### src/design/spmv_pkg.sv
package spmv_pkg;

	localparam int COL_W   = 12;
	localparam int DATA_W  = 32;
	localparam int ROW_W   = 16;
	localparam int ACC_W   = 64;
	localparam int QUEUE_DEPTH = 4;

	// request kinds carried in the slave-side tuser
	localparam logic [1:0] ACT_LOAD   = 2'd0;
	localparam logic [1:0] ACT_START  = 2'd1;
	localparam logic [1:0] ACT_NZ     = 2'd2;
	localparam logic [1:0] ACT_FINISH = 2'd3;

	// one classified request handed from the front to the back
	typedef struct packed {
		logic [1:0]               action;
		logic signed [DATA_W-1:0] value;
		logic signed [DATA_W-1:0] elem;
	} spmv_entry_t;

endpackage

### src/design/spmv_queue.sv
module spmv_queue (
	input  logic                  clk,
	input  logic                  arst_n,
	input  logic                  push_valid,
	output logic                  push_ready,
	input  spmv_pkg::spmv_entry_t push_entry,
	output logic                  pop_valid,
	input  logic                  pop_ready,
	output spmv_pkg::spmv_entry_t pop_entry
);

	localparam int D  = spmv_pkg::QUEUE_DEPTH;
	localparam int PW = $clog2(D);
	localparam int CW = $clog2(D + 1);

	spmv_pkg::spmv_entry_t slot_q [D];
	logic [PW-1:0] wr_ptr_q;
	logic [PW-1:0] rd_ptr_q;
	logic [CW-1:0] count_q;
	logic          do_push;
	logic          do_pop;

	assign push_ready = count_q != CW'(D);
	assign pop_valid  = count_q != '0;
	assign do_push    = push_valid && push_ready;
	assign do_pop     = pop_valid && pop_ready;
	assign pop_entry  = slot_q[rd_ptr_q];

	always_ff @(posedge clk or negedge arst_n) begin
		if (!arst_n) begin
			wr_ptr_q <= '0;
			rd_ptr_q <= '0;
			count_q  <= '0;
		end else begin
			if (do_push) begin
				wr_ptr_q <= (wr_ptr_q == PW'(D - 1)) ? '0 : wr_ptr_q + 1'b1;
			end
			if (do_pop) begin
				rd_ptr_q <= (rd_ptr_q == PW'(D - 1)) ? '0 : rd_ptr_q + 1'b1;
			end
			if (do_push && !do_pop) begin
				count_q <= count_q + 1'b1;
			end else if (do_pop && !do_push) begin
				count_q <= count_q - 1'b1;
			end
		end
	end

	always_ff @(posedge clk) begin
		if (do_push) begin
			slot_q[wr_ptr_q] <= push_entry;
		end
	end

endmodule

### config.mk
export PLATFORM = sky130hd
export DESIGN_NAME = spmv_queue
export DESIGN_NICKNAME = d
export VERILOG_FILES = /design/src/design/spmv_pkg.sv /design/src/design/spmv_queue.sv
export SDC_FILE = /design/constraint.sdc
export NUM_CORES = 1
export LEC_CHECK = 0
export ABC_AREA = 1
export BUFFER_PORTS_ARGS = -buffer_cell sky130_fd_sc_hd__buf_4
export CELL_PAD_IN_SITES_DETAIL_PLACEMENT = 0
export CELL_PAD_IN_SITES_GLOBAL_PLACEMENT = 1
export CORE_UTILIZATION = 53
export CTS_BUF_LIST = sky130_fd_sc_hd__clkbuf_2
export DETAILED_ROUTE_END_ITERATION = 8
export PLACE_DENSITY = 0.89
export SLEW_MARGIN = 20
export SYNTH_ARGS = -nofsm -noshare
export SYNTH_HDL_FRONTEND = slang
export SYNTH_SLANG_ARGS = --single-unit
### constraint.sdc
create_clock -name clk -period 11 [get_ports clk]
set_clock_uncertainty 0.2 [all_clocks]
set_input_delay 0 -clock clk [delete_from_list [all_inputs] [get_ports clk]]
set_output_delay 0 -clock clk [all_outputs]
set_load 0.02 [all_outputs]
Yosys cells after proc, flatten, opt, wreduce, memory -nomap -nowiden:

Memories as Yosys holds them, arrays and structs flattened.
Index checks and enable logic that the tools add are counted.
Widths: inputs -> output; s select.

* add/subtract/negate cells: 4
* multipliers: 0
* divide/modulo/power cells: 0
* $lt $le $gt $ge: 0
* eq/ne operators: 3
* shift operators: 0
* multiplexer cells: 6
* bitwise operators: 0
* reduce and logical (&&, ||, !) cells: 8

Operators with widths (number)
* $mux 3: 2
* $add 2x1->2 const B: 2
* $eq 2x2->1 const B: 2
* $logic_and 1x1->1: 4
* $mux 2: 2
* $add 3x1->3 const B: 1
* $ne 3x3->1 const B: 1
* $reduce_bool 3->1: 1
* $sub 3x1->3 const B: 1
* $logic_not 1->1: 2
* $mux 1: 2
* $reduce_bool 2->1: 1

* bits in registers: 7
* latch bits: 0
* memory bits (writable): 264
* ROM bits: 0
* word-level logic and storage cells: 25
* memories kept: 1

Memory list
* slot_q: words 4, width 66, rd ports 1, clocked after memory_dff 0, wr ports 1, RTL line spmv_queue.sv:16 `spmv_pkg::spmv_entry_t slot_q [D];`

Depth between registers and ports, before layout:

* depth in word-level cells: 6
* depth in mapped cells: 12
* gate-level depth less buffers: 12

Worst setup path before layout:

Ideal clock, no wire load.

* path type: register to register
* from: reg count_q[0]
* to: mem slot_q[0][0] (netlist name), enable pin
* arrival time: 3.689 ns
* required time: 10.309 ns
* path slack: 6.620 ns
* stages on the path, launching flop included: 5
* path buffers: 0
* cells stage by stage: dfrtp_1 inv_1 nand3_1 nand2_1 nor2_1

* cells in the longest elaborated chain, start to end: 4

Ends and longest elaborated chain
* start: declaration: RTL line spmv_queue.sv:19 `logic [CW-1:0] count_q;`
* start signal: assignment: RTL line spmv_queue.sv:42 `count_q <= count_q + 1'b1;`
* start signal: assignment: RTL line spmv_queue.sv:44 `count_q <= count_q - 1'b1;`
* $ne 3x3->1: RTL line spmv_queue.sv:23 `assign push_ready = count_q != CW'(D);`
* via push_ready: RTL line spmv_queue.sv:5 `output logic push_ready,`
* $logic_and 1x1->1: RTL line spmv_queue.sv:25 `assign do_push = push_valid && push_ready;`
* $mux 1: RTL line spmv_queue.sv:50 `if (do_push) begin`
* $mux 1 (not written as such): RTL line spmv_queue.sv:51 `slot_q[wr_ptr_q] <= push_entry;`
* end: declaration: RTL line spmv_queue.sv:16

The timed path passes the listed nets, and every way through them passes these cells.

==> key figures <==
Synth
  • Top_reg_cell synth: edfxtp_1
  • Post-synth EDFFs: 264
  • Sequential share of the synthesized area: 0.7338
  • Cell with the most instances after synthesis: edfxtp_1
  • Register bit total from synthesis: 271
  • Synthesized area: 11040 sq um
  • Synth cell count leaders: edfxtp_1 (264), nand2_1 (213), inv_1 (145)
  • Async SR Flop Fraction: 0.02583
  • Avg Inst Size Synth: 13.30 sq um
  • Area leader, netlist: edfxtp_1
  • Ranking of synthesized cells by area: edfxtp_1 (72%), o211ai_1 (8.8%), nand2_1 (7.2%), inv_1 (4.9%), buf_6 (3.0%)
  • Synth warnings: 0
  • Syn nets: 907
  • Synth Instances: 830
  • Synth cell types: 18
  • Top-area cell type share of the netlist area: 0.7180

Detailed routing
  • DR WL/cell: 15.16 microns
  • Vias/cell: 4.924
  • First-pass DRT Iterations: 5
  • Total number of vias: 7144
  • Initial detailed-routing violation count: 455
  • Routed WL: 22.00 mm
  • Post-DRT Antenna Nets: 0
  • DRC viols: 0

Place
  • Placed Instances: 1200
  • Buffers on Ports: 137
  • Post-DP Area: 12090 sq um
  • Gp weighted congestion: 0.7057
  • Dpl hpwl: 11.30 mm

Critical path
  • Setup crit start kind: flop
  • Arrival time at the worst endpoint: 3.27 ns
  • CP peak stage delay: 0.69 ns
  • CP endpoint kind: output pin
  • CP Cell Sequence: buf_4 > inv_2 > buf_4 > o211ai_1 > nand2_1 > buf_4
  • Crit Path Max Fanout: 69
  • Cell at the slowest stage of the critical path: buf_4
  • WS Path Type: reg2out
  • WP data required: 10.80 ns
  • Worst Reg-to-Reg Cells: 5
  • Most used cell along the critical path: buf_4

Power
  • Total Power: 0.003449 W
  • Worst VDD drop: 177.0 uV
  • Power Dens Cells: 244.6 nW/um^2
  • Pleak: 5.769 nW

Global routing
  • Met3 Use GR: 0.05063
  • Met1 usage: 0.2544
  • First-pass GRT wire length: 35.75 mm
  • Vias in the first global route: 7320
  • GRT Residual Overflow: 0
  • Total GRT Usage: 0.2147
  • Initial antenna violation count: 1
  • Pin count of the biggest net entering global routing: 128
  • Met2 Resource Use GR: 0.3793
  • Busiest layer in global routing: met2

Layout
  • Post-route insts no fill: 1451
  • NumNets Final: 1215
  • Area Overhead vs Synth: 27.67%
  • Final Cell Area: 14100 sq um
  • Layout cells sized above 1: 0.2161
  • Fillers: 1416

Floorplanning
  • Top Ports: 138
  • Rows: 52
  • Die Area: 21420 sq um
  • Die X: 146.3 microns
  • Initial core utilization: 0.5439
  • Core ar.: 20300 sq um
  • Chip Height: 146.3 microns

Timing
  • Final Setup Violations: 0
  • Tmin final: 3.470 ns
  • Hold_ws: 0.1932 ns
  • Actual slew at the worst max-slew pin: 1.061 ns
  • Worst slew margin: 0.2925
  • Slew Limit Fails: 0
  • Fmax: 288.1 MHz
  • Final worst-path cycle share: 0.3155
  • Final Hold Viols: 0
  • Setup_tns: 0 ns
  • RSZ-0062 raised after global routing: false

Clock tree
  • CTS resizes: 0
  • CTS Buffer Depth: 3
  • Setup Fix Bufs, Post-CTS: 0
  • H-tree levels: 3
  • Clock root buffer: clkbuf_2
  • Worst-Skew Late Latency: 0.73 ns
  • Worst-path clk slew: 0.10 ns
  • CTS sink count: 271
  • TritonCTS Buffers: 66
  • CTS tree: done

Worst hold path
  • Hold Path Class: in2reg
  • Hold depth: 5

Job
  • Max-cap viol count: 0

Run status
  • Outcome: completed
==> repair_timing <==
| item | CTS | global route |
|---|---|---|
| setup endpoints to repair | 0 | 0 |
| endpoints found under the hold margin | 376 | 0 |
| hold buffers | 139 | 0 |
==> per-stage QoR <==
step	setup slack, ns	util
final	7.530	0.6945
after global routing	7.280	0.6945
after CTS	7.372	0.6928
after detailed placement	7.918	0.5954
after global placement	7.964	0.5954
after floorplan	6.620	-
==> where the power goes <==
group | total (W) | internal [W] | leakage (nW) | switching, W
Clock | 0.000649 | 0.000277 | 0.451 | 0.000372
Sequential | 0.00142 | 0.00136 | 2.50 | 0.0000628
Combinational | 0.00138 | 0.000500 | 2.82 | 0.000882
==> cell usage in the layout (no fill, tap or decap), drive strengths merged <==
cell type      n
diode          1
o21ai          1
inv          147
xnor2          1
nand2        213
ha             6
buf          146
clkbuf        96
fa             1
edfxtp       264
clkinv        11
dlygate4sd3  139
dfrtp          7
o211ai       132
nand3          7
bufinv         2
nand4          1
nor2           6
==> registers in the layout (all words and copies together), names as in the netlist <==
signal and cells:
count_q 3, rd_ptr_q 2, wr_ptr_q 2, slot_q 264
==> routing by layer <==
metal / part of all wire / vias up
met5: 0 / -
met4: 0.015 / 0
met3: 0.060 / 31
met2: 0.52 / 194
met1: 0.41 / 3387
li1: - / 3532
==> worst paths after layout <==
check,startpoint,to,slack (ns)
setup / recovery,rd_ptr_q[1]$_DFFE_PN0P_,pop_entry[43],7.53
hold / removal,push_valid,wr_ptr_q[1]$_DFFE_PN0P_,0.19
setup reg to reg,count_q[0]$_DFFE_PN0P_,slot_q[1][23]$_DFFE_PP_,8.03
hold reg to reg,count_q[2]$_DFFE_PN0P_,count_q[2]$_DFFE_PN0P_,0.30
max in group asynchronous,arst_n,wr_ptr_q[0]$_DFFE_PN0P_,9.77
min in group asynchronous,arst_n,rd_ptr_q[0]$_DFFE_PN0P_,0.54
==> final cells by class <==
type | count | area [sq um] | share of cell area
Antenna cell | 1 | 2.502 | 0.0001775
Multi-Input combinational cell | 368 | 2003 | 0.1421
Clock buffer | 96 | 480.5 | 0.03408
Clock inverter | 14 | 106.4 | 0.007544
Timing Repair Buffer | 285 | 2511 | 0.1781
Tap cell | 270 | 337.8 | 0.02396
Inverter | 146 | 548.0 | 0.03887
Sequential cell | 271 | 8108 | 0.5751
==> kinds of logic (layout without fill, tap and decap cells) <==
logic type	count (synthesis)	after routing	share of synthesized area
other cells	0	1	0
compound gates	133	133	0.09110
fa+ha+maj	7	7	0.008612
simple gates	227	227	0.07819
buf+inv	191	541	0.08748
flops	271	271	0.7338
xor+xnor	1	1	0.0007933
==> critical path, delay by kind of cell (launching register included) <==
family / cells / cell delay [ns]
AOI/OAI and AO/OA: 1 / 0.18
buffers and inverters: 4 / 1.83
DFF: 1 / 0.35
and+or+nand+nor: 1 / 0.14
(Power assumes the default switching activity.)
